**config.mk**
```make
export PLATFORM = sky130hd
export DESIGN_NAME = segment_address_translator_unit_flat
export DESIGN_NICKNAME = d
export VERILOG_FILES = /design/src/sat_pkg.sv /design/src/sat_if.sv /design/src/segment_address_translator_unit.sv /design/src/sat_table.sv /design/src/flat_wrapper.sv
export SDC_FILE = /design/constraint.sdc
export NUM_CORES = 2
export LEC_CHECK = 0
export ABC_CLOCK_PERIOD_IN_PS = 9400
export BUFFER_PORTS_ARGS = -buffer_cell sky130_fd_sc_hd__buf_4
export CAP_MARGIN = 20
export CELL_PAD_IN_SITES_DETAIL_PLACEMENT = 0
export CELL_PAD_IN_SITES_GLOBAL_PLACEMENT = 1
export CORE_MARGIN = 10
export CORE_UTILIZATION = 50
export DETAILED_ROUTE_END_ITERATION = 8
export PLACE_DENSITY_LB_ADDON = 0.15
export SETUP_SLACK_MARGIN = 0.02
export SLEW_MARGIN = 20
export SYNTH_ARGS = -nofsm -noshare
export SYNTH_HDL_FRONTEND = slang
export SYNTH_SLANG_ARGS = --single-unit
```
**constraint.sdc**
```tcl
create_clock -name clk -period 9.4 [get_ports clk]
set_input_delay 1.88 -clock clk [delete_from_list [all_inputs] [get_ports clk]]
set_output_delay 1.88 -clock clk [all_outputs]
set_load 0.01 [all_outputs]
```
**src/sat_pkg.sv**
```systemverilog
`timescale 1ns / 1ps
// ----------------------------------------------------------------------------
// sat_pkg
// Shared constants, codes and types of the segment address translator.
// ----------------------------------------------------------------------------
package sat_pkg;

	localparam int SEGMENTS_DEF   = 8;
	localparam int ADDR_WIDTH_DEF = 32;

	localparam int NUM_FIELDS = 6;
	localparam int PADDR_W    = 3;

	localparam logic CMD_WRITE = 1'b0;
	localparam logic CMD_XLATE = 1'b1;

	localparam logic [2:0] FLD_REQ  = 3'd0;
	localparam logic [2:0] FLD_REAL = 3'd1;
	localparam logic [2:0] FLD_PHYS = 3'd2;
	localparam logic [2:0] FLD_LOAD = 3'd3;
	localparam logic [2:0] FLD_LEN  = 3'd4;
	localparam logic [2:0] FLD_FOFF = 3'd5;

	localparam logic [2:0] SPC_FILE = 3'd4;

	localparam logic REG_SEG_COUNT = 1'b0;

	typedef struct packed {
		logic       en;
		logic [2:0] field;
	} tbl_wr_t;

	// target space to table field
	function automatic logic [2:0] tgt_field(input logic [2:0] tgt);
		logic [2:0] f;
		f = (tgt == SPC_FILE) ? FLD_FOFF : tgt;
		return f;
	endfunction

endpackage

```
**src/sat_if.sv**
```systemverilog
`timescale 1ns / 1ps
// ----------------------------------------------------------------------------
// sat_cmd_if / sat_rsp_if
// Valid/ready channels carrying command items and result items.
// ----------------------------------------------------------------------------
interface sat_cmd_if;
	logic        valid;
	logic        ready;
	logic        command;
	logic [2:0]  entry_index;
	logic [2:0]  field_select;
	logic [31:0] write_value;
	logic [31:0] address;
	logic [1:0]  source_space;
	logic [2:0]  target_space;

	modport source (
		output valid, command, entry_index, field_select, write_value,
		       address, source_space, target_space,
		input  ready
	);
	modport sink (
		input  valid, command, entry_index, field_select, write_value,
		       address, source_space, target_space,
		output ready
	);
endinterface

interface sat_rsp_if;
	logic        valid;
	logic        ready;
	logic [31:0] translated;
	logic        hit;

	modport source (output valid, translated, hit, input ready);
	modport sink (input valid, translated, hit, output ready);
endinterface

```
**src/segment_address_translator_unit.sv**
```systemverilog
`timescale 1ns / 1ps
// ----------------------------------------------------------------------------
// segment_address_translator_unit
// Base/bound segment table with a sequential first-match translate scan.
// ----------------------------------------------------------------------------
// Usage:
//   cmd channel (valid/ready): a write item stores one field of one entry; a
//   translate item maps an address from a source space to a target space.
//   rsp channel (valid/ready): one item per command: translated and hit.
//   A write, or a translate with an unknown target, returns 0 with hit clear.
//   APB port: segment_count at byte address 0, written while the block idles.
// Sequence:
//   A write item goes from acceptance through ST_DONE into the output register.
//   A translate scans one entry at a time, ST_READ then ST_CMP, through the single
//   table read port and the shared subtract/compare unit; a first hit passes ST_ADD
//   and ST_DONE into the output register, a miss only ST_DONE.
//   cmd.ready is high only while no item is in work; one item at a time.
// Reset: segment_count and all table entries read as zero after arst_n.
// Stall: the result sits in an output register; a new item is accepted while
//   it waits, and the scan holds its result until the register frees up.
// ----------------------------------------------------------------------------
module segment_address_translator_unit #(
	parameter int SEGMENTS   = sat_pkg::SEGMENTS_DEF,
	parameter int ADDR_WIDTH = sat_pkg::ADDR_WIDTH_DEF
) (
	input  logic                        clk,
	input  logic                        arst_n,
	sat_cmd_if.sink                     cmd,
	sat_rsp_if.source                   rsp,
	input  logic                        psel,
	input  logic                        penable,
	input  logic                        pwrite,
	input  logic [sat_pkg::PADDR_W-1:0] paddr,
	input  logic [31:0]                 pwdata,
	output logic [31:0]                 prdata,
	output logic                        pready
);
	import sat_pkg::*;

	localparam int AW = ADDR_WIDTH;
	localparam int IW = (SEGMENTS > 1) ? $clog2(SEGMENTS) : 1;
	localparam int CW = $clog2(SEGMENTS + 1);

	typedef enum logic [4:0] {
		ST_IDLE = 5'b00001,
		ST_READ = 5'b00010,
		ST_CMP  = 5'b00100,
		ST_ADD  = 5'b01000,
		ST_DONE = 5'b10000
	} state_t;

	state_t          state_q;
	logic [3:0]      seg_count_q;
	logic [AW-1:0]   addr_q;
	logic [1:0]      src_q;
	logic [2:0]      tgt_q;
	logic [CW-1:0]   idx_q;
	logic [CW-1:0]   lim_q;
	logic [AW-1:0]   delta_q;
	logic [AW-1:0]   tbase_q;
	logic [AW-1:0]   res_q;
	logic            hit_q;
	logic            out_vld_q;
	logic [31:0]     out_trans_q;
	logic            out_hit_q;

	logic            cmd_acc;
	logic            cfg_wr;
	logic            out_free;
	logic [CW-1:0]   lim_c;
	logic [AW-1:0]   delta_c;
	tbl_wr_t         tbl_wr;
	logic            rd_en;
	logic [NUM_FIELDS-1:0][AW-1:0] rd_data;

	// APB
	assign pready = 1'b1;
	assign cfg_wr = psel && penable && pwrite && pready &&
	                (paddr[PADDR_W-1:2] == REG_SEG_COUNT);
	assign prdata = (paddr[PADDR_W-1:2] == REG_SEG_COUNT) ? {28'd0, seg_count_q} : 32'd0;

	always_ff @(posedge clk or negedge arst_n) begin
		if (!arst_n) begin
			seg_count_q <= 4'd0;
		end else if (cfg_wr) begin
			seg_count_q <= pwdata[3:0];
		end
	end

	assign cmd.ready = (state_q == ST_IDLE);
	assign cmd_acc   = cmd.valid && cmd.ready;
	assign out_free  = !out_vld_q || rsp.ready;

	assign lim_c = (7'(seg_count_q) > 7'(SEGMENTS)) ? CW'(SEGMENTS) : CW'(seg_count_q);

	assign tbl_wr.en    = cmd_acc && (cmd.command == CMD_WRITE) &&
	                      (7'(cmd.entry_index) < 7'(SEGMENTS)) &&
	                      (cmd.field_select <= FLD_FOFF);
	assign tbl_wr.field = cmd.field_select;
	assign rd_en        = (state_q == ST_READ) && (idx_q != lim_q);

	sat_table #(
		.SEGMENTS  (SEGMENTS),
		.ADDR_WIDTH(ADDR_WIDTH)
	) u_table (
		.clk    (clk),
		.arst_n (arst_n),
		.wr     (tbl_wr),
		.wr_idx (IW'(cmd.entry_index)),
		.wr_data(AW'(cmd.write_value)),
		.rd_en  (rd_en),
		.rd_idx (idx_q[IW-1:0]),
		.rd_data(rd_data)
	);

	assign delta_c = addr_q - rd_data[{1'b0, src_q}];

	always_ff @(posedge clk or negedge arst_n) begin
		if (!arst_n) begin
			state_q <= ST_IDLE;
			idx_q   <= '0;
			lim_q   <= '0;
		end else begin
			case (state_q)
				ST_IDLE: begin
					if (cmd_acc) begin
						idx_q <= '0;
						lim_q <= lim_c;
						if (cmd.command == CMD_XLATE && cmd.target_space <= SPC_FILE)
							state_q <= ST_READ;
						else
							state_q <= ST_DONE;
					end
				end
				ST_READ: begin
					state_q <= (idx_q == lim_q) ? ST_DONE : ST_CMP;
				end
				ST_CMP: begin
					if (delta_c < rd_data[FLD_LEN]) begin
						state_q <= ST_ADD;
					end else begin
						idx_q   <= idx_q + 1'b1;
						state_q <= ST_READ;
					end
				end
				ST_ADD: state_q <= ST_DONE;
				ST_DONE: begin
					if (out_free)
						state_q <= ST_IDLE;
				end
				default: state_q <= ST_IDLE;
			endcase
		end
	end

	always_ff @(posedge clk) begin
		if (cmd_acc) begin
			addr_q <= AW'(cmd.address);
			src_q  <= cmd.source_space;
			tgt_q  <= cmd.target_space;
			res_q  <= '0;
			hit_q  <= 1'b0;
		end
		if (state_q == ST_CMP) begin
			delta_q <= delta_c;
			tbase_q <= rd_data[tgt_field(tgt_q)];
		end
		if (state_q == ST_ADD) begin
			res_q <= delta_q + tbase_q;
			hit_q <= 1'b1;
		end
	end

	// output register
	always_ff @(posedge clk or negedge arst_n) begin
		if (!arst_n) begin
			out_vld_q <= 1'b0;
		end else if (state_q == ST_DONE && out_free) begin
			out_vld_q <= 1'b1;
		end else if (rsp.ready) begin
			out_vld_q <= 1'b0;
		end
	end

	always_ff @(posedge clk) begin
		if (state_q == ST_DONE && out_free) begin
			out_trans_q <= 32'(res_q);
			out_hit_q   <= hit_q;
		end
	end

	assign rsp.valid      = out_vld_q;
	assign rsp.translated = out_trans_q;
	assign rsp.hit        = out_hit_q;

endmodule

```
**src/sat_table.sv**
```systemverilog
`timescale 1ns / 1ps
// ----------------------------------------------------------------------------
// sat_table
// Segment table: one memory per field, one write port, registered read of a
// whole row. Row valid bits make never-written rows read as zero.
// ----------------------------------------------------------------------------
module sat_table #(
	parameter int SEGMENTS   = 8,
	parameter int ADDR_WIDTH = 32,
	localparam int IW = (SEGMENTS > 1) ? $clog2(SEGMENTS) : 1
) (
	input  logic                                          clk,
	input  logic                                          arst_n,
	input  sat_pkg::tbl_wr_t                              wr,
	input  logic [IW-1:0]                                 wr_idx,
	input  logic [ADDR_WIDTH-1:0]                         wr_data,
	input  logic                                          rd_en,
	input  logic [IW-1:0]                                 rd_idx,
	output logic [sat_pkg::NUM_FIELDS-1:0][ADDR_WIDTH-1:0] rd_data
);
	import sat_pkg::*;

	logic [SEGMENTS-1:0] row_valid_q;
	logic                rd_valid_q;

	always_ff @(posedge clk or negedge arst_n) begin
		if (!arst_n) begin
			row_valid_q <= '0;
			rd_valid_q  <= 1'b0;
		end else begin
			if (wr.en)
				row_valid_q[wr_idx] <= 1'b1;
			if (rd_en)
				rd_valid_q <= row_valid_q[rd_idx];
		end
	end

	for (genvar f = 0; f < NUM_FIELDS; f++) begin : g_fld
		logic [ADDR_WIDTH-1:0] mem [SEGMENTS];
		logic [ADDR_WIDTH-1:0] rd_q;

		// first write to a row zeroes the other fields
		always_ff @(posedge clk) begin
			if (wr.en && (wr.field == 3'(f) || !row_valid_q[wr_idx]))
				mem[wr_idx] <= (wr.field == 3'(f)) ? wr_data : '0;
			if (rd_en)
				rd_q <= mem[rd_idx];
		end

		assign rd_data[f] = rd_valid_q ? rd_q : '0;
	end

endmodule

```
**src/flat_wrapper.sv**
```systemverilog
// flat-port wrapper written by rule: the top's interface ports become plain ports
module segment_address_translator_unit_flat import sat_pkg::*;
#(
	parameter int SEGMENTS   = sat_pkg::SEGMENTS_DEF,
	parameter int ADDR_WIDTH = sat_pkg::ADDR_WIDTH_DEF
)
  (clk, arst_n, psel, penable, pwrite, paddr, pwdata, prdata, pready, cmd_valid, cmd_command, cmd_entry_index, cmd_field_select, cmd_write_value, cmd_address, cmd_source_space, cmd_target_space, cmd_ready, rsp_valid, rsp_translated, rsp_hit, rsp_ready);
  sat_cmd_if cmd_i ();
  sat_rsp_if rsp_i ();
  input  logic clk;
  input  logic arst_n;
  input  logic psel;
  input  logic penable;
  input  logic pwrite;
  input  logic [sat_pkg::PADDR_W-1:0] paddr;
  input  logic [31:0] pwdata;
  output logic [31:0] prdata;
  output logic pready;
  input wire logic [$bits(cmd_i.valid)-1:0] cmd_valid;
  input wire logic [$bits(cmd_i.command)-1:0] cmd_command;
  input wire logic [$bits(cmd_i.entry_index)-1:0] cmd_entry_index;
  input wire logic [$bits(cmd_i.field_select)-1:0] cmd_field_select;
  input wire logic [$bits(cmd_i.write_value)-1:0] cmd_write_value;
  input wire logic [$bits(cmd_i.address)-1:0] cmd_address;
  input wire logic [$bits(cmd_i.source_space)-1:0] cmd_source_space;
  input wire logic [$bits(cmd_i.target_space)-1:0] cmd_target_space;
  output wire logic [$bits(cmd_i.ready)-1:0] cmd_ready;
  output wire logic [$bits(rsp_i.valid)-1:0] rsp_valid;
  output wire logic [$bits(rsp_i.translated)-1:0] rsp_translated;
  output wire logic [$bits(rsp_i.hit)-1:0] rsp_hit;
  input wire logic [$bits(rsp_i.ready)-1:0] rsp_ready;
  assign cmd_i.valid = cmd_valid;
  assign cmd_i.command = cmd_command;
  assign cmd_i.entry_index = cmd_entry_index;
  assign cmd_i.field_select = cmd_field_select;
  assign cmd_i.write_value = cmd_write_value;
  assign cmd_i.address = cmd_address;
  assign cmd_i.source_space = cmd_source_space;
  assign cmd_i.target_space = cmd_target_space;
  assign cmd_ready = cmd_i.ready;
  assign rsp_valid = rsp_i.valid;
  assign rsp_translated = rsp_i.translated;
  assign rsp_hit = rsp_i.hit;
  assign rsp_i.ready = rsp_ready;
  segment_address_translator_unit #(.SEGMENTS(SEGMENTS), .ADDR_WIDTH(ADDR_WIDTH)) u_core (.clk(clk), .arst_n(arst_n), .cmd(cmd_i), .rsp(rsp_i), .psel(psel), .penable(penable), .pwrite(pwrite), .paddr(paddr), .pwdata(pwdata), .prdata(prdata), .pready(pready));
endmodule
```
## Word-level counts from Yosys, hierarchy flattened

Memory sizes are Yosys's and may differ from the RTL's. A register that Yosys moved wholly into a read port is not among the register bits.
Cells that the tools add are included.
W data, S select, Z words.

- Memories: 6
- Input port bits: 118
- Word-level logic and storage cells: 135
- Register bits after elaboration: 194
- RAM bits: 1536
- Output and inout bits: 68

Memory list:

| name | depth | width | read ports | clocked after memory_dff | wr ports | line | source |
|---|---|---|---|---|---|---|---|
| u_core.u_table.g_fld[0].mem | 8 | 32 | 1 | 1 | 1 | sat_table.sv:39 | `logic [ADDR_WIDTH-1:0] mem [SEGMENTS];` |
| u_core.u_table.g_fld[1].mem | 8 | 32 | 1 | 1 | 1 | sat_table.sv:39 |  |
| u_core.u_table.g_fld[2].mem | 8 | 32 | 1 | 1 | 1 | sat_table.sv:39 |  |
| u_core.u_table.g_fld[3].mem | 8 | 32 | 1 | 1 | 1 | sat_table.sv:39 |  |
| u_core.u_table.g_fld[4].mem | 8 | 32 | 1 | 1 | 1 | sat_table.sv:39 |  |
| u_core.u_table.g_fld[5].mem | 8 | 32 | 1 | 1 | 1 | sat_table.sv:39 |  |

- $add $sub $neg: 3
- Equality and inequality tests: 16
- Order comparisons: 9
- Multiplexer cells: 50
- Reductions and logical operators: 32
- Bitwise logic cells: 3

Operator list:

| operator | count |
|---|---|
| $mux W32 | 16 |
| $bmux W32 S3 | 1 |
| $bmux W32 S2 | 1 |
| $add A32 B32 Y32 | 1 |
| $lt A32 B32 Y1 | 1 |
| $sub A32 B32 Y32 | 1 |
| $pmux W5 S5 | 1 |
| $mux W4 | 5 |
| $mux W5 | 4 |
| $mux W1 | 17 |
| $logic_and A1 B1 Y1 | 16 |
| $lt A3 B4 Y1 const B | 3 |
| $eq A3 B3 Y1 const B | 3 |
| $or A8 B8 Y8 | 1 |
| $pmux W4 S2 | 1 |
| $logic_or A1 B1 Y1 | 7 |
| $bmux W1 S3 | 2 |
| $eq A3 B2 Y1 const B | 2 |
| $le A3 B3 Y1 const B | 2 |
| $reduce_bool A2 Y1 | 3 |
| $eq A5 B1 Y1 const B | 1 |
| $eq A5 B2 Y1 const B | 1 |
| $eq A5 B3 Y1 const B | 1 |
| $eq A5 B4 Y1 const B | 1 |
| other kinds (17) | 21 |

## Logic depth before layout (Yosys ltp)

- Depth in word-level cells: 7
- Depth in mapped cells: 25
- Mapped depth without buffers: 22

## Cells and area by module

A second synthesis with hierarchy kept.

- Cells, all modules: 4061
- Area, all modules: 79024.5 um2

By module, submodules not included:

| module | area each (um2) | sequential area each (um2) | instances | cells each |
|---|---|---|---|---|
| sat_table | 66812.8 | 52115.0 | 1 | 2960 |
| segment_address_translator_unit | 12211.7 | 5456.5 | 1 | 1101 |

## Least setup slack after synthesis

OpenSTA, ideal clock, no wires.

- Path kind: register to register
- Start point: register u_core.idx_q[0]
- End point: register u_core.u_table.g_fld[0].rd_q[0], read port of u_core.u_table.g_fld[0].mem, enable pin
- Required time: 8629 ps
- Cell stages (with the launch flop): 7
- Setup slack: -1038 ps
- Clock period less this slack: 10438 ps
- Path buffers: 3
- Data arrival time: 9667 ps
- Library setup time: 771 ps
- Cell sequence: dfrtp_1 -> clkbuf_1 -> clkbuf_1 -> buf_2 -> xnor2_1 -> nand4_1 -> nor2b_1

- Word-level cells in the longest chain between the ends: 2

Ends and longest elaborated chain:

| element | line | source |
|---|---|---|
| start, declared | segment_address_translator_unit.sv:57 | `logic [CW-1:0] idx_q;` |
| start signal, assigned | segment_address_translator_unit.sv:142 | `idx_q <= idx_q + 1'b1;` |
| $ne A4 B4 Y1 | segment_address_translator_unit.sv:100 | `assign rd_en = (state_q == ST_READ) && (idx_q != lim_q);` |
| $logic_and A1 B1 Y1 | segment_address_translator_unit.sv:100 |  |
| named net u_core.rd_en | segment_address_translator_unit.sv:73 | `logic rd_en;` |
| end, declared | sat_table.sv:40 | `logic [ADDR_WIDTH-1:0] rd_q;` |

The timed path passes the listed nets, and every way through them passes these cells.
A chain may end at the register's enable or synchronous reset.

## Worst setup path after layout

- Start point: register u_core.src_q[0]
- End point: register u_core.idx_q[2]

- Word-level cells in the longest chain between the ends: 6

Ends and longest elaborated chain:

| element | line | source |
|---|---|---|
| start, declared | segment_address_translator_unit.sv:55 | `logic [1:0] src_q;` |
| start signal, assigned | segment_address_translator_unit.sv:159 | `src_q <= cmd.source_space;` |
| $bmux W32 S2 | segment_address_translator_unit.sv:116 | `assign delta_c = addr_q - rd_data[{1'b0, src_q}];` |
| $mux W32 (implied by the code) | segment_address_translator_unit.sv:116 |  |
| $sub A32 B32 Y32 | segment_address_translator_unit.sv:116 |  |
| named net u_core.delta_c[30] | segment_address_translator_unit.sv:71 | `logic [AW-1:0] delta_c;` |
| $lt A32 B32 Y1 | segment_address_translator_unit.sv:139 | `if (delta_c < rd_data[FLD_LEN]) begin` |
| $ne A2 B2 Y1 (no line) | - |  |
| $reduce_and A3 Y1 (no line) | - |  |

The timed path passes the listed nets, and every way through them passes these cells. The select of a mux whose other input is x is not followed.

==> qor.txt <==
Post-Syn Instances - 3,903
Leak pwr - 28.46 nW
Dpl hpwl - 125.1 mm
Area grow syn2layout - 13.00%
Global route overflow - 0
# setup viols final - 0
Power Dens Cells - 230.7 mW/mm^2
CTS tree - done
Die ar. - 0.1717 mm^2
Clock Latency Late Sink - 0.85 ns
Area taken by multi-input logic gates - 0.01966 mm^2
Num Clock Sinks - 1,922
Nets - 4,359
Vias - 38,340
Startpoint Class - flip-flop
# fillers - 11,650
Final wirelength - 206.0 mm
Layout cells sized above 1 - 0.2754
Setup crit end kind - flip-flop
CP Class - flip-flop to flip-flop
Slowest-stage cell, CP - edfxtp_1
Post-synthesis sequential area ratio - 0.7405
Final worst path period share - 0.6357
Min-delay src - u_core.res_q[22]$_SDFFCE_PN0P_
Reg2reg start - u_core.src_q[0]$_DFFE_PP_
CP cell instances - mux4_2, and2_1, ha_1, fa_1, nor2b_1, o2111ai_1, nand3_1, a211oi_2, o31ai_2, a21oi_1, o21bai_1, a311oi_1, xnor2_1, ha_1, a21o_1, a21oi_1, o21ai_0, a221o_1, and3_1, a211o_1
Die Height - 414.3 um
Setup_tns - 0 ns
Global router's overall resource usage - 0.2372
Path type of the worst min-delay path - flip-flop to flip-flop
CP Max Fanout - 11
FP Rows - 144
Synthesized cell area - 0.07774 mm^2
Worst path top cell family by delay - compound AO/OA/AOI/OAI gates
Post-synth EDFFs - 1,894
Antenna violations before repair - 34
Crit. Startpoint - u_core.src_q[0]$_DFFE_PP_
Routed Antenna Nets - 0
WP buf/inv - 0
Post-cts resize count - 0
Worst-path clk slew - 0.06 ns
Fin. Hold Viols - 0
Worst Clk Skew - 0.04661 ns
Post-CTS Setup Repair Bufs - 0
Port bufs - 126
Syn Area/Cell - 19.92 um^2
Status - finished, final reports clean
Unique cell type count in the Yosys netlist - 71
CTS root buf - clkbuf_16
H-tree levels - 4
Slew HR - 0.1362
RSZ-0062 raised after global routing - false
Vias in the first global route - 37,420
Inserted Clock Buffers - 197
Drt first pass iters - 5
Synth async-reset ratio - 0.01405
Core area - 0.1542 mm^2
Hold Buf Count CTS - 0
Wire per inst - 32.20 um
Max_cap viols - 0
Synthesized flop and latch total - 1,922
CP max stage delay - 0.75 ns
Ys flop type - edfxtp_1
Peak VDD IR - 0.1733 mV
Via/cell ratio - 5.994
RD Place Congestion - 0.8622
Slew of the pin with the lowest slew margin - 1.296 ns
Initial Utilization - 0.5041
Overall Power - 0.02027 W
First-pass GRT wire length - 288.8 mm
YS warnings - 0
Ports - 186
Largest net degree at the start of global routing - 134
Remaining DRCs - 0
Max Fclk - 167.3 MHz
Commonest non-fill, non-tap cell in the layout - edfxtp_1
Die width - 414.3 um
Most frequent cells in the layout - edfxtp_1, mux4_2, and2_1
Slew Limit Fails - 0
Critical Path RT - 10.11 ns
DRT iter0 DRCs - 4,388
Critical Path AT - 6.69 ns
Min Tclk post-route - 5.976 ns
CTS max path bufs - 3
Register area - 0.05759 mm^2
## worst reg2reg max path: stages, from the launching register on
cell	delay, ns
edfxtp_1	0.75
mux4_2	0.61
and2_1	0.19
ha_1	0.21
fa_1	0.43
nor2b_1	0.20
o2111ai_1	0.15
nand3_1	0.20
a211oi_2	0.12
o31ai_2	0.47
a21oi_1	0.15
o21bai_1	0.38
a311oi_1	0.18
xnor2_1	0.24
ha_1	0.28
a21o_1	0.16
a21oi_1	0.14
o21ai_0	0.11
a221o_1	0.42
and3_1	0.23
a211o_1	0.22
## cell usage after synthesis, drive strengths merged (6+ instances only)
library cell	count	share of area
clkbuf	113	0.0055
nand2	117	0.0056
inv	24	0.0012
and3	13	0.0010
nor2	153	0.0074
dfrtp	26	0.0084
edfxtp	1894	0.73
xor2	17	0.0019
nand2b	20	0.0016
o21bai	8	0.00077
ha	94	0.015
a21o	54	0.0052
mux4	417	0.12
buf	95	0.0064
a21oi	93	0.0060
a311oi	6	0.00084
o22ai	32	0.0026
xnor2	38	0.0043
and2	231	0.019
o21a	10	0.00097
mux2	199	0.029
nand4	12	0.00097
nand3	15	0.0010
mux2i	69	0.0089
o21ai	34	0.0022
a211oi	12	0.0014
nor3	17	0.0011
nor2b	24	0.0019
## cell families (layout without fill, tap and decap cells)
kind of cell / Yosys count / in the layout / share of synthesized area
flops: 1922 / 1922 / 0.7405
mux: 685 / 685 / 0.1585
simple gates: 622 / 622 / 0.04123
compound gates: 289 / 289 / 0.02474
buf+inv: 232 / 612 / 0.01304
fa+ha+maj: 96 / 96 / 0.01564
xor+xnor: 55 / 55 / 0.006196
other cells: 2 / 72 / 0.00009660
## final cells by class
class	count	area share
diodes	43	0.001225
inverters	24	0.001040
multi-input cells	1776	0.2237
clock inverters	118	0.01159
flip-flops and latches	1922	0.6555
repair buffers	224	0.01957
well taps	2044	0.02911
clock buffers	246	0.05821
## power breakdown
group | internal, W | switching, W
Sequential | 0.00979 | 0.000233
Combinational | 0.00110 | 0.00172
Clock | 0.00415 | 0.00328
## routing by layer
| layer | global-route usage | vias up | wire [um] |
|---|---|---|---|
| met4 | 0.06798 | 6 | 5442 |
| met2 | 0.3716 | 1541 | 98030 |
| met3 | 0.03901 | 229 | 16880 |
| met5 | 0 | - | 34 |
| met1 | 0.3455 | 20250 | 85630 |
| li1 | - | 16320 | - |
## state kept, by name, summed over array words and instances (netlist names), 4 cells and up
signal	cells
u_core.addr_q	32
u_core.delta_q	32
u_core.state_q	5
u_core.res_q	32
u_core.tbase_q	32
u_core.u_table.row_valid_q	8
u_core.idx_q	4
u_core.u_table.g_fld.mem	1536
u_core.u_table.g_fld.rd_q	192
u_core.rsp.translated	32
u_core.lim_q	4
u_core.seg_count_q	4
## path summary, 6_finish.rpt
path	to	slack, ns	cells past startpoint
hold / removal	u_core.rsp.translated[22]$_DFFE_PP_	0.42	0
hold reg to reg	u_core.rsp.translated[22]$_DFFE_PP_	0.42	0
setup reg to reg	u_core.idx_q[2]$_DFFE_PN0P_	3.42	20
max in group asynchronous	u_core.u_table.rd_valid_q$_DFFE_PN0P_	8.07	1
min in group asynchronous	u_core.seg_count_q[1]$_DFFE_PN0P_	0.97	1
setup / recovery	u_core.idx_q[2]$_DFFE_PN0P_	3.42	20
## metrics by stage
stage / utilization / instance area [um^2] / setup WS, ns / instances / hold WS, ns
after floorplan: - / 77850 / 2.707 / 3930 / 0.4003
after global placement: 0.5291 / 81610 / 3.371 / 5990 / 0.4007
after detailed placement: 0.5291 / 81610 / 3.369 / 5990 / 0.4045
after CTS: 0.5689 / 87740 / 3.356 / 6354 / 0.4182
after global routing: 0.5692 / 87790 / 3.077 / 6373 / 0.4226
final: 0.5696 / 87850 / 3.424 / 6397 / 0.4163
Power figures use the tool's default switching activity.
